### src/design/hrp_pkg.sv
// Shared types, codes and the hex digit helper function of the hex record parser.
package hrp_pkg;

  localparam int unsigned MAX_LEN = 16;

  localparam logic [7:0] CHAR_COLON = 8'h3A;
  localparam logic [7:0] CHAR_LF    = 8'h0A;

  localparam logic [7:0] REC_DATA = 8'h00;
  localparam logic [7:0] REC_EOF  = 8'h01;
  localparam logic [7:0] REC_BASE = 8'h04;

  typedef enum logic [2:0] {
    ST_DATA      = 3'd0,
    ST_EOF       = 3'd1,
    ST_BAD_START = 3'd2,
    ST_BAD_LEN   = 3'd3,
    ST_BAD_TYPE  = 3'd4
  } status_t;

  typedef struct packed {
    status_t     status;
    logic [31:0] address;
    logic [3:0]  byte_index;
    logic [7:0]  data_byte;
    logic [7:0]  record_length;
    logic        last;
  } record_t;

  // Characters outside 0-9, A-F and a-f decode as zero.
  function automatic logic [3:0] hex_value(input logic [7:0] c);
    logic [3:0] v;
    v = 4'd0;
    if (c >= 8'h30 && c <= 8'h39) begin
      v = 4'(c - 8'h30);
    end else if (c >= 8'h41 && c <= 8'h46) begin
      v = 4'(c - 8'h37);
    end else if (c >= 8'h61 && c <= 8'h66) begin
      v = 4'(c - 8'h57);
    end
    return v;
  endfunction

endpackage

### src/design/hrp_ifs.sv
// Valid/ready channel interfaces for characters in and parsed records out.
interface hrp_char_if;
  logic       valid;
  logic       ready;
  logic [7:0] character;

  modport source (output valid, output character, input ready);
  modport sink   (input valid, input character, output ready);
endinterface

interface hrp_record_if;
  logic            valid;
  logic            ready;
  hrp_pkg::record_t payload;

  modport source (output valid, output payload, input ready);
  modport sink   (input valid, input payload, output ready);
endinterface

### src/design/hex_record_parser.sv
// Character-serial hex record parser with a registered result stage.
//
//   Channel  Direction  Payload
//   chars    in         character (8 bits), one ASCII byte per transfer
//   records  out        status, address, byte_index, data_byte, record_length, last
//
// Each character is decoded in the cycle of its transfer.
// A result appears in the output register on the cycle after the character that caused it.
// The parser accepts a character in every cycle unless a result waits in the output
// register and the sink is not ready; then chars.ready is low.
// Reset (rst, synchronous, active high) returns the parser to expecting a colon.
module hex_record_parser (
  input  logic         clk,
  input  logic         rst,
  hrp_char_if.sink     chars,
  hrp_record_if.source records
);
  import hrp_pkg::*;

  typedef enum logic [3:0] {
    PH_START = 4'd0,
    PH_HUNT  = 4'd1,
    PH_LEN   = 4'd2,
    PH_ADDR  = 4'd3,
    PH_TYPE  = 4'd4,
    PH_BASE  = 4'd5,
    PH_DATA  = 4'd6,
    PH_SKIP  = 4'd7,
    PH_LF    = 4'd8
  } phase_t;

  phase_t      phase, phase_next;
  logic [2:0]  digit_count, digit_count_next;
  logic [7:0]  length_field, length_field_next;
  logic [15:0] offset_field, offset_field_next;
  logic [7:0]  type_field, type_field_next;
  logic [15:0] upper_base, upper_base_next;
  logic [7:0]  byte_accumulator, byte_accumulator_next;
  logic [7:0]  bytes_done, bytes_done_next;

  logic        out_valid;
  record_t     out_record;
  logic        emit;
  record_t     result;

  logic        accept;
  logic [7:0]  c;
  logic [3:0]  v;
  logic [2:0]  dc_inc;
  logic [7:0]  done_inc;
  logic        is_last;

  assign chars.ready     = !out_valid || records.ready;
  assign accept          = chars.valid && chars.ready;
  assign records.valid   = out_valid;
  assign records.payload = out_record;

  assign c        = chars.character;
  assign v        = hex_value(c);
  assign dc_inc   = 3'(digit_count + 3'd1);
  assign done_inc = 8'(bytes_done + 8'd1);
  assign is_last  = (done_inc == length_field);

  always_comb begin
    phase_next            = phase;
    digit_count_next      = digit_count;
    length_field_next     = length_field;
    offset_field_next     = offset_field;
    type_field_next       = type_field;
    upper_base_next       = upper_base;
    byte_accumulator_next = byte_accumulator;
    bytes_done_next       = bytes_done;
    emit                  = 1'b0;
    result                = '0;
    result.status         = ST_DATA;
    case (phase)
      PH_START, PH_LF: begin
        if (phase == PH_LF && c == CHAR_LF) begin
          phase_next = PH_START;
        end else if (c == CHAR_COLON) begin
          phase_next        = PH_LEN;
          digit_count_next  = 3'd0;
          length_field_next = 8'd0;
        end else begin
          phase_next    = PH_HUNT;
          emit          = 1'b1;
          result.status = ST_BAD_START;
        end
      end
      PH_HUNT: begin
        if (c == CHAR_COLON) begin
          phase_next        = PH_LEN;
          digit_count_next  = 3'd0;
          length_field_next = 8'd0;
        end
      end
      PH_LEN: begin
        length_field_next = {length_field[3:0], v};
        digit_count_next  = dc_inc;
        if (dc_inc >= 3'd2) begin
          if (length_field_next > 8'(MAX_LEN) || length_field_next[0]) begin
            phase_next           = PH_HUNT;
            emit                 = 1'b1;
            result.status        = ST_BAD_LEN;
            result.record_length = length_field_next;
          end else begin
            phase_next        = PH_ADDR;
            digit_count_next  = 3'd0;
            offset_field_next = 16'd0;
          end
        end
      end
      PH_ADDR: begin
        offset_field_next = {offset_field[11:0], v};
        digit_count_next  = dc_inc;
        if (dc_inc >= 3'd4) begin
          phase_next       = PH_TYPE;
          digit_count_next = 3'd0;
          type_field_next  = 8'd0;
        end
      end
      PH_TYPE: begin
        type_field_next  = {type_field[3:0], v};
        digit_count_next = dc_inc;
        if (dc_inc >= 3'd2) begin
          digit_count_next = 3'd0;
          if (type_field_next == REC_EOF) begin
            phase_next           = PH_HUNT;
            emit                 = 1'b1;
            result.status        = ST_EOF;
            result.record_length = length_field;
          end else if (type_field_next == REC_BASE) begin
            phase_next      = PH_BASE;
            upper_base_next = 16'd0;
          end else if (type_field_next == REC_DATA) begin
            bytes_done_next       = 8'd0;
            byte_accumulator_next = 8'd0;
            phase_next            = (length_field == 8'd0) ? PH_SKIP : PH_DATA;
          end else begin
            phase_next           = PH_HUNT;
            emit                 = 1'b1;
            result.status        = ST_BAD_TYPE;
            result.record_length = length_field;
          end
        end
      end
      PH_BASE: begin
        upper_base_next  = {upper_base[11:0], v};
        digit_count_next = dc_inc;
        if (dc_inc >= 3'd4) begin
          phase_next       = PH_SKIP;
          digit_count_next = 3'd0;
        end
      end
      PH_DATA: begin
        byte_accumulator_next = {byte_accumulator[3:0], v};
        digit_count_next      = dc_inc;
        if (dc_inc >= 3'd2) begin
          digit_count_next      = 3'd0;
          emit                  = 1'b1;
          result.status         = ST_DATA;
          result.address        = {upper_base, offset_field};
          result.byte_index     = bytes_done[3:0];
          result.data_byte      = byte_accumulator_next;
          result.record_length  = length_field;
          result.last           = is_last;
          bytes_done_next       = done_inc;
          byte_accumulator_next = 8'd0;
          if (is_last) begin
            phase_next = PH_SKIP;
          end
        end
      end
      PH_SKIP: begin
        digit_count_next = dc_inc;
        if (dc_inc >= 3'd3) begin
          phase_next       = PH_LF;
          digit_count_next = 3'd0;
        end
      end
      default: begin
        phase_next = PH_HUNT;
      end
    endcase
  end

  always_ff @(posedge clk) begin
    if (rst) begin
      phase            <= PH_START;
      digit_count      <= 3'd0;
      length_field     <= 8'd0;
      offset_field     <= 16'd0;
      type_field       <= 8'd0;
      upper_base       <= 16'd0;
      byte_accumulator <= 8'd0;
      bytes_done       <= 8'd0;
      out_valid        <= 1'b0;
    end else begin
      if (accept) begin
        phase            <= phase_next;
        digit_count      <= digit_count_next;
        length_field     <= length_field_next;
        offset_field     <= offset_field_next;
        type_field       <= type_field_next;
        upper_base       <= upper_base_next;
        byte_accumulator <= byte_accumulator_next;
        bytes_done       <= bytes_done_next;
      end
      if (accept && emit) begin
        out_valid  <= 1'b1;
        out_record <= result;
      end else if (records.ready) begin
        out_valid <= 1'b0;
      end
    end
  end

`ifndef SYNTHESIS
  a_stall_blocks_input: assert property (@(posedge clk) disable iff (rst)
    (out_valid && !records.ready) |-> !chars.ready)
    else $error("character taken while a result is stalled");

  a_hunt_holds: assert property (@(posedge clk) disable iff (rst)
    (phase == PH_HUNT && accept && c != CHAR_COLON) |=> phase == PH_HUNT)
    else $error("parser left hunting without a colon");

  a_error_fields_clear: assert property (@(posedge clk) disable iff (rst)
    (out_valid && out_record.status != ST_DATA) |->
      (out_record.address == 32'd0 && out_record.last == 1'b0 &&
       out_record.data_byte == 8'd0))
    else $error("non-data result carries data fields");

  a_digit_count_range: assert property (@(posedge clk) disable iff (rst)
    digit_count <= 3'd4)
    else $error("digit count out of range");
`endif

endmodule

### src/flat_wrapper.sv
// flat-port wrapper written by rule: the top's interface ports become plain ports
module hex_record_parser_flat import hrp_pkg::*;
  (clk, rst, chars_valid, chars_character, chars_ready, records_valid, records_payload, records_ready);
  hrp_char_if chars_i ();
  hrp_record_if records_i ();
  input  logic clk;
  input  logic rst;
  input wire logic [$bits(chars_i.valid)-1:0] chars_valid;
  input wire logic [$bits(chars_i.character)-1:0] chars_character;
  output wire logic [$bits(chars_i.ready)-1:0] chars_ready;
  output wire logic [$bits(records_i.valid)-1:0] records_valid;
  output wire logic [$bits(records_i.payload)-1:0] records_payload;
  input wire logic [$bits(records_i.ready)-1:0] records_ready;
  assign chars_i.valid = chars_valid;
  assign chars_i.character = chars_character;
  assign chars_ready = chars_i.ready;
  assign records_valid = records_i.valid;
  assign records_payload = records_i.payload;
  assign records_i.ready = records_ready;
  hex_record_parser u_core (.clk(clk), .rst(rst), .chars(chars_i), .records(records_i));
endmodule
### config.mk
export PLATFORM = sky130hd
export DESIGN_NAME = hex_record_parser_flat
export DESIGN_NICKNAME = d
export VERILOG_FILES = /design/src/design/hrp_pkg.sv /design/src/design/hrp_ifs.sv /design/src/design/hex_record_parser.sv /design/src/flat_wrapper.sv
export SDC_FILE = /design/constraint.sdc
export NUM_CORES = 1
export LEC_CHECK = 0
export ABC_AREA = 1
export BUFFER_PORTS_ARGS = -buffer_cell sky130_fd_sc_hd__buf_4
export CAP_MARGIN = 20
export CORE_MARGIN = 3
export CORE_UTILIZATION = 62
export CTS_CLUSTER_SIZE = 10
export DETAILED_ROUTE_END_ITERATION = 10
export PLACE_DENSITY = 0.84
export SYNTH_ARGS = -nofsm -noshare
export SYNTH_HDL_FRONTEND = slang
export SYNTH_SLANG_ARGS = --single-unit
### constraint.sdc
create_clock -name clk -period 6.2 [get_ports clk]
set_input_delay 0.93 -clock clk [delete_from_list [all_inputs] [get_ports clk]]
set_output_delay 0.93 -clock clk [all_outputs]
set_load 0.02 [all_outputs]
# ---- After elaboration in Yosys (flattened, before gate mapping)
# Cells that the tools add are included.
# Widths: inputs -> output; s select.
dict set report word_totals {
  out_inout_bits 58
  input_bits 12
  elab_cells 166
  regBits 120
}
dict set report op_classes {
  muxes 76
  n_lt_le_gt_ge 10
  reduce_logical 32
  n_addsub 5
  n_eq_ne 27
  bitwise_logic 1
}
# cell count
set op_table {}
lappend op_table {{$mux 8} 13}
lappend op_table {{$mux 16} 5}
lappend op_table {{$mux 4} 17}
lappend op_table {{$pmux 16 s2} 2}
lappend op_table {{$pmux 8 s3} 2}
lappend op_table {{$mux 3} 13}
lappend op_table {{$pmux 4 s8} 1}
lappend op_table {{$ne 2x1->1 const B} 10}
lappend op_table {{$pmux 3 s6} 1}
lappend op_table {{$eq 4x3->1 const B} 4}
lappend op_table {{$ge 8x7->1 const B} 2}
lappend op_table {{$le 8x7->1 const B} 2}
lappend op_table {{$logic_not 8->1} 2}
lappend op_table {{$pmux 4 s2} 2}
lappend op_table {{$pmux 8 s2} 1}
lappend op_table {{$mux 1} 12}
lappend op_table {{$pmux 3 s4} 1}
lappend op_table {{$reduce_bool 2->1} 5}
lappend op_table {{$mux 9} 1}
lappend op_table {{$reduce_and 3->1} 3}
lappend op_table {{$reduce_and 9->1} 1}
lappend op_table {{$add 8x1->8 const B} 1}
lappend op_table {{$eq 4x2->1 const B} 2}
lappend op_table {{$eq 8x1->1 const B} 1}
lappend op_table {{30 further kinds} 47}

# ---- Depth between registers and ports, before layout
# Gate-level depths: netlist of run 1.
dict set report depth {
  depth_word 13
  ltp_mapped 18
  depth_no_buf 17
}

# ---- Least setup slack after synthesis of run 1
# Ideal clock, no wire load.
dict set report synth_path {
  path_kind {input -> register}
  from {input chars_character[0]}
  to {register u_core.out_record (netlist bit u_core.records.payload[0]) (enable)}
  arrival_ns 3.360
  path_slack_ns 2.430
  required_ns 5.790
  path_stages 17
  n_path_buf 0
  setup_time_ns 0.410
  path_cell_list {inv_1 > ha_1 > nand2_1 > nand3_1 > nand2_2 > nand2_1 > nand2_1 > nand3_4 > nand2_4 > o21bai_2 > nand2_2 > nand2_1 > nand2_1 > nand2_1 > nand2_1 > nand2_1 > inv_1}
}
dict set report synth_between {
  elab_chain_cells 13
  elab_cells_between_ends 34
}
# element line_no
set synth_rtl {}
lappend synth_rtl {{from (decl)} flat_wrapper.sv:9} ;# input wire logic [$bits(chars_i.character)-1:0] chars_character;
lappend synth_rtl {{branches (longest 10 deep; another with $ge 8x7->1)} -}
lappend synth_rtl {{$pmux 1 s4 *} hex_record_parser.sv:76} ;# case (phase)
lappend synth_rtl {{$logic_and 1x1->1 *} hex_record_parser.sv:209} ;# if (accept && emit) begin
lappend synth_rtl {{$reduce_and 2->1 (no source line) *} -}
lappend synth_rtl {{to (signal assigned)} hex_record_parser.sv:211} ;# out_record <= result;
lappend synth_rtl {{to (decl)} hex_record_parser.sv:42} ;# record_t out_record;
# Every way passes the cells marked *.
# A chain may end at the register's enable or synchronous reset.

# ---- Final worst setup path of run 1
dict set report layout_path {
  from {input chars_character[0]}
  to {register u_core.out_record (netlist bit u_core.records.payload[43]) (enable)}
}
# The elaborated chain is that of the path after synthesis.

==> results of run 1 <==
## per-layer routing
metal  part of all wire (%)  up-vias
met4                    2.2        0
met2                     49      221
met5                      0        -
met3                    7.2       29
li1                       -     2369
met1                     42     2270
## where the power goes
group          leakage [nW]  switching [mW]  internal, mW
combinational          1.31           0.148        0.0711
sequential             1.04          0.0166         0.868
clock                 0.290           0.358         0.625
## cells in the final DEF (no fill, tap or decap), types with 3 or more instances in the layout
| cell | netlist | routed |
|---|---|---|
| o22ai_1 | 4 | 4 |
| dfxtp_1 | 64 | 64 |
| nand3_1 | 32 | 32 |
| o21ai_0 | 9 | 9 |
| ha_1 | 7 | 7 |
| clkinv_4 | 0 | 3 |
| nor2_1 | 96 | 96 |
| edfxtp_1 | 56 | 56 |
| nand2_4 | 3 | 3 |
| nand3b_1 | 4 | 4 |
| inv_2 | 10 | 11 |
| inv_1 | 87 | 86 |
| buf_4 | 2 | 70 |
| a21oi_1 | 61 | 61 |
| nor2_2 | 5 | 5 |
| nor3_1 | 7 | 7 |
| xor2_1 | 5 | 5 |
| nor2_4 | 3 | 3 |
| nand4_1 | 23 | 23 |
| nand2_1 | 158 | 158 |
| nand2_2 | 10 | 10 |
| inv_6 | 0 | 3 |
| clkbuf_16 | 0 | 18 |
| o21ai_1 | 7 | 7 |
## sequential cells by signal, indices dropped and copies added (netlist names)
signal	count
u_core.bytes_done	8
u_core.byte_accumulator	4
u_core.digit_count	3
u_core.length_field	8
u_core.upper_base	16
u_core.type_field	4
u_core.records.valid	1
u_core.phase	4
u_core.offset_field	16
u_core.records.payload	56
## kinds of logic after synthesis
logic type / Yosys count / share of synthesized area, %
flops: 120 / 52.4
compound gates: 88 / 8.46
fa+ha+maj: 7 / 1.55
xor+xnor: 8 / 1.48
buf+inv: 117 / 8.52
simple gates: 348 / 27.6
## worst min-delay path: stages, from the launching register on
cell and delay (ns):
dfxtp_1 0.31, nand2_1 0.06, a21oi_1 0.05
## path summary, 6_finish.rpt
path,to,slack (ns),cells past startpoint
max,u_core.records.payload[43],2.88,18
min,u_core.upper_base[13],0.47,2
max reg2reg,u_core.records.payload[43],2.97,14
min reg2reg,u_core.upper_base[13],0.47,2
## layout make-up
| class | instances | area share [%] |
|---|---|---|
| inverter | 97 | 5.34 |
| sequential | 120 | 43.4 |
| clock buffer | 21 | 6.92 |
| timing repair buffer | 71 | 8.00 |
| multi-input combinational | 451 | 32.4 |
| clock inverter | 11 | 1.94 |
| tap | 108 | 1.98 |
## per-stage QoR
step / utilization [%] / worst slack (ns) / cells / cell area (um^2)
2_1_floorplan: - / 2.43 / 688 / 5650
3_3_place_gp: 70.4 / 2.41 / 846 / 6200
3_5_place_dp: 70.4 / 2.23 / 846 / 6200
4_1_cts: 77.2 / 2.72 / 878 / 6800
5_1_grt: 77.5 / 2.70 / 879 / 6820
6_report: 77.5 / 2.88 / 879 / 6820
==> results.toml, run 1 <==
[status]
outcome = "finished, final reports clean"

[clock_network]
cts.clk_slew.worst_paths_ns = 0.06
clockRootBuffer = "clkbuf_8"
clkSinkCount = 120
htree_levels = 4
cts_tree = "built"
hold_buffers = 0
clockBufferDepth = 2
insertion_delay_ns = 0.50
cts_made_buffers = 17
post-cts-setup-buffers = 0
post_cts_resized = 0

[timing]
fmaxAchievable_ghz = 0.302
hold_viol = 0
setup_violations = 0
report.final.slew_viol_count = 0
max_slew_margin_pct = 50.8
tns_ns = 0
fin_crit_ns = 3.32
worstMarginPinSlew_ns = 0.738
holdWs_ns = 0.469
rsz0062_at_grt = "no"
skew_ns = 0.00747
timing.final.crit_share_pct = 53.5

[hold_path]
min_from = "u_core.upper_base[13]"
hold_path_class = "reg2reg"

[floorplan]
start_util_pct = 64.2
rows = 34
core_um2 = 8810
dieArea_um2 = 10300
die_y_um = 101
ios = 70
die_w_um = 101

[flow_run]
maxCapViolCount = 0

[placement]
dp_hpwl_um = 9080
io_buffers = 69
gp_congestion = 0.910

[setup_path]
path_buf_inv = 5
criticalPathCategory = "in2reg"
arrival_ns = 3.51
cp.required_ns = 6.40
max_stage_delay_ns = 0.48
slowest_stage = "inv_2"
crit_chain = "buf_4 -> inv_1 -> ha_1 -> nand2_1 -> nand3_1 -> nand4_1 -> nand2_2 -> inv_2 -> nand2_1 -> o21bai_2 -> nand2_2 -> nand2_1 -> nand2_1 -> nand2_1 -> nand2_1 -> nand2_1 -> inv_2 -> buf_12"
path_common_cell = "nand2_1"
startpoint = "chars_character[0]"
r2r_start = "u_core.phase[2]"
end_kind = "flop"
cp_top_family = "simple AND/OR/NAND/NOR gates"
crit_fanout = 31
critPathLaunchType = "primary input"

[logic_synthesis]
yosys_warnings = 0
synthArstFlopShare_pct = 0
synth_most_common_cell = "nand2_1"
synthCells = 688
synth_area_um2 = 5650
synth.area.top_cells = "edfxtp_1, dfxtp_1, nand2_1"
synth_common_cells = "nand2_1, nor2_1, inv_1"
synth.distinct_cells = 40
ys.flop_type = "dfxtp_1"
ys_seq_area_share_pct = 52.4
synth_top_area_share_pct = 29.7
yosysTopAreaCell = "edfxtp_1"
synth-edff-count = 56
syn_avg_cell_area_um2 = 8.22
ys_ff_latch = 120
synth_nets = 707

[layout]
drive_above_1_share_pct = 18.0
fill_cells = 580
finalNetCount = 777
regArea_um2 = 2960
diodes = 0
multi_input_area_um2 = 2210
syn2layout_area_growth_pct = 20.7

[detailed_routing]
vias_per_cell = 5.56
drc = 0
drt_first_pass_iters = 6
ant_nets = 0
routed_wl_um = 13600
vias = 4889
drtIter0Drc = 470
wl_per_cell_um = 15.5

[global_route]
antenna_found_initial = 0
grt_max_degree = 60
grt_pass1_wl_um = 22100
met2_usage_pct = 45.7
grtUsageMet3_pct = 5.65
grt_use_met1_pct = 35.6
grt_overflow_total = 0
grt_pass1_vias = 4688
grt_busiest_layer = "met2"
grtUsageTotal_pct = 27.4

[pwr]
power.density_nw_per_um2 = 306
leakagePower_nw = 2.64
ir_worst_vdd_v = 0.000232
finalPower_mw = 2.09
(Power assumes the default switching activity.)
==> run 2: changes to the inputs <==
--- a/config.mk
+++ b/config.mk
@@ -9,10 +9,10 @@
 export BUFFER_PORTS_ARGS = -buffer_cell sky130_fd_sc_hd__buf_4
 export CAP_MARGIN = 20
 export CORE_MARGIN = 3
-export CORE_UTILIZATION = 62
+export CORE_UTILIZATION = 52
 export CTS_CLUSTER_SIZE = 10
 export DETAILED_ROUTE_END_ITERATION = 10
-export PLACE_DENSITY = 0.84
+export PLACE_DENSITY = 0.76
 export SYNTH_ARGS = -nofsm -noshare
 export SYNTH_HDL_FRONTEND = slang
 export SYNTH_SLANG_ARGS = --single-unit
==> constraint.sdc (replaced) <==
create_clock -name clk -period 2.9 [get_ports clk]
set_input_delay 0.435 -clock clk [delete_from_list [all_inputs] [get_ports clk]]
set_output_delay 0.435 -clock clk [all_outputs]
set_load 0.02 [all_outputs]
==> results.toml, run 2 (same netlist as run 1, synthesis figures left out) <==
[detailed_routing]
wl_per_cell_um = 14.4
vias = 4817
drt_first_pass_iters = 6
drc = 0
drtIter0Drc = 379
vias_per_cell = 5.27
routed_wl_um = 13200
ant_nets = 0

[clock_network]
htree_levels = 4
insertion_delay_ns = 0.52
clockRootBuffer = "clkbuf_8"
cts_made_buffers = 17
clkSinkCount = 120
cts_tree = "built"
cts.clk_slew.worst_paths_ns = 0.06
hold_buffers = 0
post-cts-setup-buffers = 0
post_cts_resized = 0
clockBufferDepth = 2

[setup_path]
criticalPathCategory = "reg2reg"
worst_r2r_path_depth = 15
arrival_ns = 2.73
r2r_setup_slack_ns = 0.63
end_kind = "flop"
r2r_start = "u_core.bytes_done[0]"
r2r-end = "u_core.phase[0]"
slowest_stage = "dfxtp_1"
crit_fanout = 6
critPathLaunchType = "flop"
max_stage_delay_ns = 0.45
cp.required_ns = 3.36
path_common_cell = "nand2_1"
crit_chain = "ha_1 -> nand3_1 -> nor2_1 -> nand2_1 -> nand2_1 -> nand2_1 -> nand2_1 -> nand2_1 -> nor2_1 -> nand3_1 -> nand2_1 -> nand2_1 -> inv_1 -> o21ai_0 -> nor2_1"

[placement]
gp_congestion = 0.926
dpl_cell_area_um2 = 6400
io_buffers = 69
dp_hpwl_um = 9380

[timing]
fin_crit_ns = 2.27
fmaxAchievable_ghz = 0.440
timing.final.crit_share_pct = 78.4
rsz0062_at_grt = "no"
skew_ns = 0.00821
hold_viol = 0
tns_ns = 0
setup_violations = 0
worstMarginPinSlew_ns = 0.616
max_slew_margin_pct = 58.9
report.final.slew_viol_count = 0

[status]
outcome = "finished, final reports clean"

[floorplan]
core_um2 = 10500
ios = 70
die_y_um = 110
die_w_um = 110
dieArea_um2 = 12200
start_util_pct = 54.0
rows = 37

[global_route]
antenna_found_initial = 0
grt_pass1_wl_um = 21900
grt_overflow_total = 0
grt_pass1_vias = 4563
grt_max_degree = 60
grtUsageTotal_pct = 23.2

[layout]
syn2layout_area_growth_pct = 23.9
diodes = 0
finalNetCount = 784
mostFrequentLayoutCells = "nand2_1, nor2_1, inv_1, buf_4, dfxtp_1"
final_common_cell = "nand2_1"
drive_above_1_share_pct = 21.0
largest_register_ffs = 56
design_area_um2 = 7010

[hold_path]
hold_path_depth = 4
min_from = "records_ready"
hold_end = "u_core.records.valid"
hold_path_class = "in2reg"

[pwr]
power.density_nw_per_um2 = 643
ir_worst_vdd_v = 0.000412
leakagePower_nw = 2.70

[flow_run]
maxCapViolCount = 0
## run 2: changes by cell type in the layout (fill, tap and decap cells not counted), moves of 2 or more
cell / previous run / this run
ha_4: 0 / 2
ha_1: 7 / 5
nand3_2: 1 / 5
inv_1: 86 / 84
nand2_2: 10 / 12
clkbuf_1: 2 / 0
nand2_4: 3 / 7
buf_4: 70 / 77
nand3_1: 32 / 28
clkbuf_16: 18 / 16
nand2_1: 158 / 152
## run 2: final cells by class
type,count,area (um^2)
fill,838,3460
clock inverter,15,191
inverter,97,370
sequential,120,2960
tap,136,170
multi-input combinational,451,2300
timing repair buffer,78,598
clock buffer,17,414
## run 2: stage by stage
step | hold slack (ns) | std cells | util, % | total power [mW] | worst slack [ns]
6_report | 0.203 | 914 | 67.0 | 4.50 | 0.627
5_1_grt | 0.222 | 914 | 67.0 | 4.65 | 0.349
4_1_cts | 0.195 | 914 | 67.0 | 4.51 | 0.662
3_5_place_dp | 0.456 | 882 | 61.2 | 2.41 | 0.184
3_3_place_gp | 0.451 | 882 | 61.2 | 2.40 | 0.309
2_1_floorplan | 0.439 | 688 | - | 2.22 | 0.000911
## run 2: worst max-delay path by stage
stage | start | to | slack [ns] | cells after the start
floorplan | chars_character[1] | u_core.records.payload[0] | 0.0009 | 16
global placement | chars_character[0] | u_core.records.payload[19] | 0.31 | 18
detailed placement | chars_character[0] | u_core.records.payload[33] | 0.18 | 18
CTS | u_core.bytes_done[0] | u_core.phase[0] | 0.66 | 15
global route | u_core.bytes_done[0] | u_core.phase[1] | 0.35 | 15
finish | u_core.bytes_done[0] | u_core.phase[0] | 0.63 | 15
## run 2: power by group
group | internal, mW | total [mW] | switching, mW
Combinational | 0.164 | 0.484 | 0.320
Clock | 1.33 | 2.13 | 0.800
Sequential | 1.86 | 1.89 | 0.0351
Total | 3.35 | 4.50 | 1.16
## run 2: per-layer routing
metal	vias to the layer above	part of all wire (%)	track usage, %
li1	2387	-	-
met1	2226	45	31.1
met2	184	48	37.7
met3	20	6.0	5.13
met4	0	1.3	7.04
met5	-	0	0
## run 2: worst max-delay path: cells and delay by family (launching register included)
kind,cells,cell delay (ns)
adders and majority gates,1,0.24
and+or+nand+nor,12,1.30
DFF,1,0.45
AOI/OAI and AO/OA,1,0.08
buffers and inverters,1,0.14
